## src/hw/rtl/ramc_pkg.sv

```systemverilog
// Package for the rational add/multiply/compare core.
// Holds operation codes, transaction payloads, sequencer states and divider control structs.
`default_nettype none
package ramc_pkg;
    typedef enum logic [1:0] {
        MODE_ADD = 2'd0,
        MODE_MUL = 2'd1,
        MODE_EQ  = 2'd2,
        MODE_NE  = 2'd3
    } mode_t;

    // Input transaction: two fractions with valid flags and an operation
    typedef struct packed {
        mode_t       mode;
        logic [15:0] a_num;
        logic [15:0] a_den;
        logic        a_ok;
        logic [15:0] b_num;
        logic [15:0] b_den;
        logic        b_ok;
    } frac_op_t;

    // Result transaction
    typedef struct packed {
        logic [32:0] res_num;
        logic [31:0] res_den;
        logic        res_ok;
        logic        cmp_true;
    } frac_res_t;

    typedef enum logic [3:0] {
        ST_IDLE,
        ST_MUL0,
        ST_MUL1,
        ST_MUL2,
        ST_FORM,
        ST_GCD_START,
        ST_GCD_WAIT,
        ST_DIVN_START,
        ST_DIVN_WAIT,
        ST_DIVD_START,
        ST_DIVD_WAIT,
        ST_OUT
    } state_t;

    // Request and status between the sequencer and the divider.
    typedef struct packed {
        logic start;
    } div_req_t;

    typedef struct packed {
        logic busy;
        logic done;
    } div_stat_t;
endpackage
`default_nettype wire

```

## src/hw/rtl/ramc_if.sv

```systemverilog
// Valid/ready channel interface for the rational core.
// Depends on nothing; payload type is a parameter.
`default_nettype none
interface ramc_if #(parameter type payload_t = logic) (input wire logic clk);
    logic     valid;
    logic     ready;
    payload_t data;
    modport source (output valid, output data, input ready);
    modport sink (input valid, input data, output ready);
endinterface
`default_nettype wire

```

## src/hw/rtl/ramc_div.sv

```systemverilog
// Shared restoring divider, one quotient bit per cycle.
// Depends on ramc_pkg for the control structs.
`default_nettype none
module ramc_div #(
    parameter int W = 34
) (
    input  wire logic            clk,
    input  wire logic            rst_n,
    input  wire ramc_pkg::div_req_t req,
    input  wire logic [W-1:0]    dividend,
    input  wire logic [W-1:0]    divisor,
    output ramc_pkg::div_stat_t  stat,
    output logic [W-1:0]         quotient,
    output logic [W-1:0]         remainder
);
    localparam int CW = $clog2(W + 1);

    logic [W-1:0]  q_reg, q_next;
    logic [W-1:0]  r_reg, r_next;
    logic [W-1:0]  d_reg, d_next;
    logic [CW-1:0] cnt_reg, cnt_next;
    logic          busy_reg, busy_next;
    logic          done_reg, done_next;
    logic [W:0]    trial;
    logic [W:0]    diff;

    // One shift-subtract step per cycle
    always_comb
    begin
        q_next    = q_reg;
        r_next    = r_reg;
        d_next    = d_reg;
        cnt_next  = cnt_reg;
        busy_next = busy_reg;
        done_next = 1'b0;
        trial     = {r_reg, q_reg[W-1]};
        diff      = trial - {1'b0, d_reg};
        if (req.start)
        begin
            q_next    = dividend;
            r_next    = '0;
            d_next    = divisor;
            cnt_next  = CW'(W);
            busy_next = 1'b1;
        end
        else if (busy_reg)
        begin
            if (!diff[W])
            begin
                r_next = diff[W-1:0];
                q_next = {q_reg[W-2:0], 1'b1};
            end
            else
            begin
                r_next = trial[W-1:0];
                q_next = {q_reg[W-2:0], 1'b0};
            end
            cnt_next = cnt_reg - 1'b1;
            if (cnt_reg == CW'(1))
            begin
                busy_next = 1'b0;
                done_next = 1'b1;
            end
        end
    end

    always_ff @(posedge clk or negedge rst_n)
    begin
        if (!rst_n)
        begin
            busy_reg <= 1'b0;
            done_reg <= 1'b0;
            cnt_reg  <= '0;
        end
        else
        begin
            busy_reg <= busy_next;
            done_reg <= done_next;
            cnt_reg  <= cnt_next;
        end
    end

    always_ff @(posedge clk)
    begin
        q_reg <= q_next;
        r_reg <= r_next;
        d_reg <= d_next;
    end

    assign stat.busy = busy_reg;
    assign stat.done = done_reg;
    assign quotient  = q_reg;
    assign remainder = r_reg;
endmodule
`default_nettype wire

```

## src/hw/rtl/rational_add_mul_compare_core.sv

```systemverilog
// Rational add/multiply/compare core: datapath, sequencer and shared divider.
// Depends on ramc_pkg, ramc_if and ramc_div.
`default_nettype none
// One transaction at a time. Three products are formed in turn through one
// shared multiplier; add/multiply then run Euclid's gcd on the shared divider
// (34 bits wide for 16-bit operands). Each remainder step starts the divider
// in GCD_START and waits in GCD_WAIT through its shift-subtract steps until
// the done flag. Two more divisions by the gcd follow, numerator then
// denominator, before the result is formed. A zero numerator skips the gcd
// and the divisions, compares skip the gcd and invalid operands go straight
// from the first product to the output. A result waits in the output register
// until taken; in is not ready meanwhile and returns the cycle after the
// result is taken.
module rational_add_mul_compare_core #(
    parameter int OPERAND_BITS = 16
) (
    input wire logic clk,
    input wire logic rst_n,
    ramc_if.sink     in_ch,
    ramc_if.source   out_ch
);
    localparam int PW = 2 * OPERAND_BITS;
    localparam int W  = PW + 2;

    ramc_pkg::state_t state_reg, state_next;

    logic [1:0]              mode_reg;
    logic [OPERAND_BITS-1:0] an_reg, ad_reg, bn_reg, bd_reg;
    logic                    ok_reg;
    logic [PW-1:0]           p0_reg, p1_reg, p2_reg;
    logic [W-1:0]            rn_reg, rd_reg, x_reg, y_reg;
    logic [32:0]             onum_reg;
    logic [31:0]             oden_reg;
    logic                    ook_reg, ocmp_reg;
    logic                    ovalid_reg;

    logic [OPERAND_BITS-1:0] in_an, in_ad, in_bn, in_bd;
    logic [OPERAND_BITS-1:0] m_a, m_b;
    logic [PW-1:0]           m_p;
    ramc_pkg::div_req_t      dreq;
    ramc_pkg::div_stat_t     dstat;
    logic [W-1:0]            d_dvd, d_dvs, d_q, d_r;

    // Operand fields sized to OPERAND_BITS
    assign in_an = OPERAND_BITS'(in_ch.data.a_num);
    assign in_ad = OPERAND_BITS'(in_ch.data.a_den);
    assign in_bn = OPERAND_BITS'(in_ch.data.b_num);
    assign in_bd = OPERAND_BITS'(in_ch.data.b_den);

    assign m_p = PW'(m_a) * PW'(m_b);

    ramc_div #(.W(W)) u_div (
        .clk(clk), .rst_n(rst_n), .req(dreq), .dividend(d_dvd), .divisor(d_dvs),
        .stat(dstat), .quotient(d_q), .remainder(d_r)
    );

    assign in_ch.ready  = (state_reg == ramc_pkg::ST_IDLE) && !ovalid_reg;
    assign out_ch.valid = ovalid_reg;
    assign out_ch.data  = {onum_reg, oden_reg, ook_reg, ocmp_reg};

    // Next state
    always_comb
    begin
        state_next = state_reg;
        case (state_reg)
            ramc_pkg::ST_IDLE:
                if (in_ch.valid && in_ch.ready) state_next = ramc_pkg::ST_MUL0;
            ramc_pkg::ST_MUL0:
                state_next = ok_reg ? ramc_pkg::ST_MUL1 : ramc_pkg::ST_OUT;
            ramc_pkg::ST_MUL1: state_next = ramc_pkg::ST_MUL2;
            ramc_pkg::ST_MUL2: state_next = ramc_pkg::ST_FORM;
            ramc_pkg::ST_FORM:
                if (mode_reg == ramc_pkg::MODE_EQ || mode_reg == ramc_pkg::MODE_NE)
                    state_next = ramc_pkg::ST_OUT;
                else
                    state_next = ramc_pkg::ST_GCD_START;
            ramc_pkg::ST_GCD_START:
                if (rn_reg == '0 || y_reg == '0) state_next = ramc_pkg::ST_OUT;
                else if (y_reg == '0) state_next = ramc_pkg::ST_DIVN_START;
                else state_next = ramc_pkg::ST_GCD_WAIT;
            ramc_pkg::ST_GCD_WAIT:
                if (dstat.done)
                    state_next = (d_r == '0) ? ramc_pkg::ST_DIVN_START
                                             : ramc_pkg::ST_GCD_START;
            ramc_pkg::ST_DIVN_START: state_next = ramc_pkg::ST_DIVN_WAIT;
            ramc_pkg::ST_DIVN_WAIT:
                if (dstat.done) state_next = ramc_pkg::ST_DIVD_START;
            ramc_pkg::ST_DIVD_START: state_next = ramc_pkg::ST_DIVD_WAIT;
            ramc_pkg::ST_DIVD_WAIT:
                if (dstat.done) state_next = ramc_pkg::ST_OUT;
            ramc_pkg::ST_OUT: state_next = ramc_pkg::ST_IDLE;
            default: state_next = ramc_pkg::ST_IDLE;
        endcase
    end

    // Sequencer outputs: multiplier operands and divider control
    always_comb
    begin
        m_a        = an_reg;
        m_b        = bd_reg;
        dreq.start = 1'b0;
        d_dvd      = x_reg;
        d_dvs      = y_reg;
        case (state_reg)
            ramc_pkg::ST_MUL0: begin m_a = an_reg; m_b = bd_reg; end
            ramc_pkg::ST_MUL1:
            begin
                // multiply needs an*bn, the others ad*bn
                m_a = (mode_reg == ramc_pkg::MODE_MUL) ? an_reg : ad_reg;
                m_b = bn_reg;
            end
            ramc_pkg::ST_MUL2: begin m_a = ad_reg; m_b = bd_reg; end
            ramc_pkg::ST_GCD_START:
                dreq.start = (rn_reg != '0) && (y_reg != '0);
            ramc_pkg::ST_DIVN_START:
            begin
                dreq.start = 1'b1;
                d_dvd      = rn_reg;
            end
            ramc_pkg::ST_DIVD_START:
            begin
                dreq.start = 1'b1;
                d_dvd      = rd_reg;
            end
            default: ;
        endcase
    end

    // Control registers
    always_ff @(posedge clk or negedge rst_n)
    begin
        if (!rst_n)
        begin
            state_reg  <= ramc_pkg::ST_IDLE;
            ovalid_reg <= 1'b0;
        end
        else
        begin
            state_reg <= state_next;
            if (state_reg == ramc_pkg::ST_OUT) ovalid_reg <= 1'b1;
            else if (out_ch.ready) ovalid_reg <= 1'b0;
        end
    end

    // Datapath registers
    always_ff @(posedge clk)
    begin
        case (state_reg)
            ramc_pkg::ST_IDLE:
                if (in_ch.valid && in_ch.ready)
                begin
                    mode_reg <= in_ch.data.mode;
                    an_reg   <= in_an;
                    ad_reg   <= in_ad;
                    bn_reg   <= in_bn;
                    bd_reg   <= in_bd;
                    ok_reg   <= in_ch.data.a_ok && in_ch.data.b_ok
                                && (in_ad != '0) && (in_bd != '0);
                    rn_reg   <= '0;
                    rd_reg   <= '0;
                end
            ramc_pkg::ST_MUL0: p0_reg <= m_p;
            ramc_pkg::ST_MUL1: p1_reg <= m_p;
            ramc_pkg::ST_MUL2: p2_reg <= m_p;
            ramc_pkg::ST_FORM:
            begin
                if (mode_reg == ramc_pkg::MODE_ADD)
                    rn_reg <= W'(p0_reg) + W'(p1_reg);
                else
                    rn_reg <= W'(p1_reg);
                rd_reg <= W'(p2_reg);
                if (mode_reg == ramc_pkg::MODE_ADD)
                    x_reg <= W'(p0_reg) + W'(p1_reg);
                else
                    x_reg <= W'(p1_reg);
                y_reg <= W'(p2_reg);
            end
            ramc_pkg::ST_GCD_WAIT:
                if (dstat.done)
                begin
                    if (d_r == '0) y_reg <= y_reg;
                    else
                    begin
                        x_reg <= y_reg;
                        y_reg <= d_r;
                    end
                end
            ramc_pkg::ST_DIVN_WAIT:
                if (dstat.done) rn_reg <= d_q;
            ramc_pkg::ST_DIVD_WAIT:
                if (dstat.done) rd_reg <= d_q;
            ramc_pkg::ST_OUT:
            begin
                ook_reg <= ok_reg;
                if (ok_reg && (mode_reg == ramc_pkg::MODE_ADD
                               || mode_reg == ramc_pkg::MODE_MUL))
                begin
                    onum_reg <= 33'(rn_reg);
                    oden_reg <= 32'(rd_reg);
                end
                else
                begin
                    onum_reg <= '0;
                    oden_reg <= '0;
                end
                ocmp_reg <= ok_reg && (
                    (mode_reg == ramc_pkg::MODE_EQ && p0_reg == p1_reg) ||
                    (mode_reg == ramc_pkg::MODE_NE && p0_reg != p1_reg));
            end
            default: ;
        endcase
    end
endmodule
`default_nettype wire

```

## src/flat_wrapper.sv

```systemverilog
// flat-port wrapper written by rule: the top's interface ports become plain ports
module rational_add_mul_compare_core_flat 
#(
    parameter int OPERAND_BITS = 16
)
  (clk, rst_n, in_ch_valid, in_ch_data, in_ch_ready, out_ch_valid, out_ch_data, out_ch_ready);
  ramc_if #(.payload_t(ramc_pkg::frac_op_t)) in_ch_i (.clk(clk));
  ramc_if #(.payload_t(ramc_pkg::frac_res_t)) out_ch_i (.clk(clk));
  input wire logic clk;
  input wire logic rst_n;
  input wire logic [$bits(in_ch_i.valid)-1:0] in_ch_valid;
  input wire logic [$bits(in_ch_i.data)-1:0] in_ch_data;
  output wire logic [$bits(in_ch_i.ready)-1:0] in_ch_ready;
  output wire logic [$bits(out_ch_i.valid)-1:0] out_ch_valid;
  output wire logic [$bits(out_ch_i.data)-1:0] out_ch_data;
  input wire logic [$bits(out_ch_i.ready)-1:0] out_ch_ready;
  assign in_ch_i.valid = in_ch_valid;
  assign in_ch_i.data = in_ch_data;
  assign in_ch_ready = in_ch_i.ready;
  assign out_ch_valid = out_ch_i.valid;
  assign out_ch_data = out_ch_i.data;
  assign out_ch_i.ready = out_ch_ready;
  rational_add_mul_compare_core #(.OPERAND_BITS(OPERAND_BITS)) u_core (.clk(clk), .rst_n(rst_n), .in_ch(in_ch_i), .out_ch(out_ch_i));
endmodule
```

## config.mk

```make
export PLATFORM = sky130hd
export DESIGN_NAME = rational_add_mul_compare_core_flat
export DESIGN_NICKNAME = d
export VERILOG_FILES = /design/src/hw/rtl/ramc_pkg.sv /design/src/hw/rtl/ramc_if.sv /design/src/hw/rtl/ramc_div.sv /design/src/hw/rtl/rational_add_mul_compare_core.sv /design/src/flat_wrapper.sv
export SDC_FILE = /design/constraint.sdc
export NUM_CORES = 1
export LEC_CHECK = 0
export ABC_AREA = 1
export BUFFER_PORTS_ARGS = -buffer_cell sky130_fd_sc_hd__buf_2
export CORE_ASPECT_RATIO = 1.1
export CORE_MARGIN = 2
export CORE_UTILIZATION = 50
export DETAILED_ROUTE_END_ITERATION = 7
export GPL_ROUTABILITY_DRIVEN = 0
export PLACE_DENSITY_LB_ADDON = 0.15
export SLEW_MARGIN = 30
export SYNTH_ARGS = -nofsm -noshare
export SYNTH_HDL_FRONTEND = slang
export SYNTH_HIERARCHICAL = 1
export SYNTH_SLANG_ARGS = --single-unit
```

## constraint.sdc

```tcl
create_clock -name clk -period 21.4 [get_ports clk]
set_clock_uncertainty 0.2 [all_clocks]
set_input_delay 3.21 -clock clk [delete_from_list [all_inputs] [get_ports clk]]
set_output_delay 3.21 -clock clk [all_outputs]
set_load 0.005 [all_outputs]
```

==> results of run 1 <==
==> path summary, 6_finish.rpt <==
kind	end	slack, ns	depth (start not counted)
worst max-delay path	u_core/p2_reg[25]	13.57	26
worst min register to register	u_core/u_div/d_reg[25]	0.27	0
min in group asynchronous	u_core/u_div/cnt_reg[0]	2.27	1
max in group asynchronous	u_core/state_reg[0]	18.48	1
worst min-delay path	u_core/u_div/d_reg[25]	0.27	0
worst max register to register	u_core/p2_reg[25]	13.57	26
==> routing by layer <==
| metal | GRT usage | up-vias | part of all wire |
|---|---|---|---|
| met5 | 0 | - | 0 |
| li1 | - | 12400 | - |
| met3 | 0.0298 | 254 | 0.067 |
| met1 | 0.345 | 12400 | 0.39 |
| met4 | 0.140 | 0 | 0.054 |
| met2 | 0.486 | 1069 | 0.49 |
==> cell type report <==
| cell class | instances | area (um^2) | area share |
|---|---|---|---|
| flip-flops and latches | 481 | 14000 | 0.384 |
| inverters | 735 | 2770 | 0.0758 |
| multi-input cells | 2533 | 16100 | 0.440 |
| well taps | 858 | 1070 | 0.0294 |
| clock buffers | 63 | 1350 | 0.0370 |
| clock inverters | 33 | 320 | 0.00877 |
| repair buffers | 165 | 896 | 0.0245 |
==> stage by stage <==
stage               worst slack, ns  cells   util
finish                        13.57   4868  0.552
global route                  13.13   4868  0.552
CTS                           13.71   4868  0.552
detailed placement            13.75   4772  0.527
global placement              13.81   4772  0.527
floorplan                     13.32   3845      -
==> cells in the final DEF (no fill, tap or decap), types with 11 or more instances in the layout <==
master	count
a21oi_1	97
a22o_1	19
buf_2	140
buf_4	23
clkbuf_16	51
clkinv_1	11
dfrtp_1	13
dfxtp_1	34
edfxtp_1	434
fa_1	196
ha_1	172
inv_1	712
inv_2	19
nand2_1	1126
nand3_1	148
nand4_1	34
nor2_1	338
nor3_1	23
nor4_1	26
o211ai_1	12
o21ai_0	92
o21ai_1	16
o21ai_2	15
o21ai_4	13
o21bai_1	11
o221ai_1	32
or2_2	36
xnor2_1	30
xor2_1	28
==> metrics.md, run 1 <==
| Metric | Value |
|---|---|
| Status | `completed` |
| Longest Clk Path Bufs | `3` |
| Worst hold path class | `register to register` |
| CP peak stage delay | `0.77 ns` |
| CP Launch Point | `u_core/state_reg[3]` |
| Avg Inst Size Synth | `8.68 um^2` |
| Die area | `0.0688 mm^2` |
| Area grow syn2layout | `9.45%` |
| CP endpoint kind | `register` |
| Post-placement cell area | `0.0348 mm^2` |
| Final Max Slew Viols | `0` |
| Clock transition at path regs | `0.06 ns` |
| Cells after Synth | `3845` |
| Num rows | `99` |
| Clk_lat worst skew | `0.62 ns` |
| Required @ worst endpoint | `21.62 ns` |
| Final WL | `94300 um` |
| Critical path's top delay family | `adder cells` |
| WL per Instance | `19.4 um` |
| Layout cell share with drive strength beyond 1 | `0.0915` |
| CP Class | `register to register` |
| Hold buffers post-CTS | `0` |
| Vias per cell | `5.38` |
| CP Launch Type | `register` |
| Max-cap violations | `0` |
| Vias in the first global route | `26000` |
| CTS Buf Count | `51` |
| Post-Synthesis Cell Area | `0.0334 mm^2` |
| Relative slew slack | `0.393` |
| Final hold slack | `0.270 ns` |
| Vias | `26200` |
| Final hold vios | `0` |
| Number of H-tree levels | `2` |
| DRT iter0 DRCs | `2194` |
| Clk root buf | `clkbuf_16` |
| Net Count, Synth | `4285` |
| Routed Antenna Nets | `0` |
| Die W | `250 um` |
| Period utilisation layout | `0.366` |
| Start point of the worst min-delay path | `u_core/d_dvs[25]` |
| Global-route wire length before repair | `147000 um` |
| # port buffers | `140` |
| GR Overflow Total | `0` |
| Buf/Inv on CP | `8` |
| DRC | `0` |
| RSZ-0062 raised after global routing | `false` |
| Total GRT Usage | `0.278` |
| Final setup viols | `0` |
| Initial Util | `0.504` |
| First-pass detailed-route iteration total | `6` |
| Crit-path slowest cell | `o21ai_1` |
| CTS resizes | `0` |
| Die H | `275 um` |
| Largest net degree at the start of global routing | `85` |
| Max Clock Freq | `0.128 GHz` |
| Launching point of the worst reg2reg path | `u_core/state_reg[3]` |
| IO Pins | `141` |
| # Post-CTS Setup Buffers | `0` |
| Diode count | `0` |
| Number of fill cells | `6183` |
| CP max FO | `33` |
| Final instance area | `0.0365 mm^2` |
| DP HPWL | `72700 um` |
| # clock sinks | `481` |
| Core Region | `0.0661 mm^2` |
| CTS tree | `built` |
| Post-route minimum period | `7.83 ns` |
| YS warnings | `6` |
| Net count, final | `4407` |
| Worst Path Arrival | `8.05 ns` |
| Antenna violations before repair | `0` |
| Slew at the pin closest to its max-slew limit | `0.911 ns` |
| Fin Setup TNS | `0 ns` |
Power of run 1 is left out: the tool's default activity adds up to more than one toggle a clock period on the data nets, which glitch-free logic cannot reach.
==> inputs of run 2 (changes only) <==
clock period = 7.72 ns   (was 21.4 ns; I/O delays follow)
==> run 2 against run 1 <==
  * Fmax up 7.0%
  * First-iteration DRC count decreased by 3.9%
  * Sequential share of layout area down 0.14 points
  * Register-to-register slack lost 13 ns
  * Non-clock buffer count is 14 higher
  * Clock-buffer cell count increased by 7
  * Via count barely moved
  * Die area unchanged
  * Hold slack got worse by 0.042 ns
  * Global-route usage is essentially flat
==> metrics.md, run 2 (synthesized netlist as in run 1, its figures left out) <==
| Metric | Value |
|---|---|
| Die W | `250 um (unchanged)` |
| Number of H-tree levels | `2 (unchanged)` |
| First-pass detailed-route iteration total | `6 (unchanged)` |
| CTS Buf Count | `51 (unchanged)` |
| WL per Instance | `19.5 um (+0.62%)` |
| Largest net degree at the start of global routing | `85 (unchanged)` |
| Number of fill cells | `6110 (-1.2%)` |
| Worst R2R End | `u_core/p2_reg[27]` |
| Core Region | `0.0661 mm^2 (unchanged)` |
| Initial Util | `0.504 (unchanged)` |
| DP HPWL | `73600 um (+1.2%)` |
| Layout cell share with drive strength beyond 1 | `0.0940 (+0.00244)` |
| R2R depth | `22 (-15%)` |
| Net count, final | `4421 (+0.32%)` |
| Vias per cell | `5.37 (-0.17%)` |
| Total GRT Usage | `0.279 (about the same)` |
| Launching point of the worst reg2reg path | `u_core/state_reg[3]` |
| CP endpoint kind | `register` |
| Relative slew slack | `0.334 (-0.0590)` |
| Antenna violations before repair | `0 (unchanged)` |
| Die area | `0.0688 mm^2 (unchanged)` |
| Die H | `275 um (unchanged)` |
| Vias | `26200 (+0.092%)` |
| Num rows | `99 (unchanged)` |
| Hold buffers post-CTS | `0 (unchanged)` |
| Final Max Slew Viols | `0 (unchanged)` |
| Longest Clk Path Bufs | `3 (unchanged)` |
| Commonest non-fill, non-tap cell in the layout | `nand2_1` |
| Fin Setup TNS | `0 ns (unchanged)` |
| Status | `completed` |
| Worst hold path class | `input pin to asynchronous set/reset pin` |
| Routed Antenna Nets | `0 (unchanged)` |
| DRC | `0 (unchanged)` |
| CP max FO | `19 (-42%)` |
| Slew at the pin closest to its max-slew limit | `0.999 ns (+0.0885 ns)` |
| Final hold vios | `0 (unchanged)` |
| CP Launch Type | `register` |
| Final WL | `95200 um (+0.89%)` |
| Max-cap violations | `0 (unchanged)` |
| Clock transition at path regs | `0.06 ns (about the same)` |
| Final setup viols | `0 (unchanged)` |
| Clk_lat worst skew | `0.62 ns (about the same)` |
| Max Clock Freq | `0.137 GHz (+7.0%)` |
| Required @ worst endpoint | `7.86 ns (-13.76 ns)` |
| CTS resizes | `0 (unchanged)` |
| Global-route wire length before repair | `146000 um (-0.88%)` |
| Area grow syn2layout | `9.85%` |
| RSZ-0062 raised after global routing | `false` |
| IO Pins | `141 (unchanged)` |
| Commonest non-fill, non-tap cells in the layout | `nand2_1 (1126), inv_1 (712), edfxtp_1 (434), nor2_1 (338), fa_1 (196)` |
| Period utilisation layout | `0.947 (+0.581)` |
| # clock sinks | `481 (unchanged)` |
| Post-route minimum period | `7.31 ns (-0.514 ns)` |
| Reg2Reg Setup Slack | `0.41 ns (-13.17 ns)` |
| Worst Path Arrival | `7.45 ns (-0.60 ns)` |
| DRT iter0 DRCs | `2109 (-3.9%)` |
| GR Overflow Total | `0 (unchanged)` |
| Util after Layout | `0.554 (+0.00201)` |
| CP Class | `register to register` |
| CTS tree | `built` |
| Diode count | `0 (unchanged)` |
| Clk root buf | `clkbuf_16` |
| Vias in the first global route | `26200 (+0.63%)` |
| # port buffers | `140 (unchanged)` |
-- run 2: worst max-delay path: stages, from the launching register on --
cell,delay [ns]
dfrtp_1,0.43
nor2_2,0.18
nand2_2,0.10
nor2_2,0.13
inv_2,0.19
o21ai_2,0.67
nand2_1,0.18
fa_1,0.51
fa_1,0.55
inv_1,0.05
fa_1,0.55
fa_1,0.42
fa_1,0.49
inv_1,0.05
fa_1,0.47
inv_1,0.04
ha_1,0.33
a21oi_1,0.20
a21boi_0,0.42
o21ai_0,0.16
a21oi_1,0.35
o21ai_0,0.17
xor2_1,0.19
-- run 2: repair_timing --
item                                    4_1_cts  5_1_grt
endpoints found under the setup margin        0        3
setup buffers                                 0        5
hold endpoints to repair                      0        0
-- run 2: worst max path at each step --
stage                   startpoint                 to  slack, ns  depth (start not counted)
2_1_floorplan  u_core/state_reg[3]  u_core/p0_reg[30]       0.62                         26
3_3_place_gp   u_core/state_reg[3]  u_core/p1_reg[27]       0.37                         23
3_5_place_dp   u_core/state_reg[3]  u_core/p2_reg[27]       0.25                         23
4_1_cts        u_core/state_reg[3]  u_core/p2_reg[27]       0.23                         23
5_1_grt        u_core/state_reg[3]  u_core/p2_reg[27]     0.0006                         22
6_report       u_core/state_reg[3]  u_core/p2_reg[27]       0.41                         22
-- run 2: layer usage --
layer | global-route usage | wire length (um)
met5 | 0 | 0
met2 | 0.487 | 45900
met3 | 0.0338 | 6530
met4 | 0.145 | 5420
met1 | 0.340 | 37300
-- run 2: metrics by stage --
stage | std cells | setup slack (ns) | hold WS, ns | area, um^2
after floorplan | 3845 | 0.620 | 0.249 | 33400
after global placement | 4781 | 0.368 | 0.264 | 34900
after detailed placement | 4781 | 0.251 | 0.273 | 34900
after CTS | 4876 | 0.233 | 0.206 | 36600
after global routing | 4881 | 0.000622 | 0.228 | 36600
final | 4881 | 0.409 | 0.228 | 36600
-- run 2: cell type report --
| type | count | area, um^2 | share of cell area |
|---|---|---|---|
| clock inverters | 25 | 339 | 0.00925 |
| flip-flops and latches | 481 | 14000 | 0.383 |
| repair buffers | 179 | 997 | 0.0272 |
| clock buffers | 70 | 1370 | 0.0373 |
| multi-input cells | 2533 | 16100 | 0.438 |
| inverters | 735 | 2770 | 0.0755 |
| well taps | 858 | 1070 | 0.0293 |
Power of run 2 is left out for the same reason.
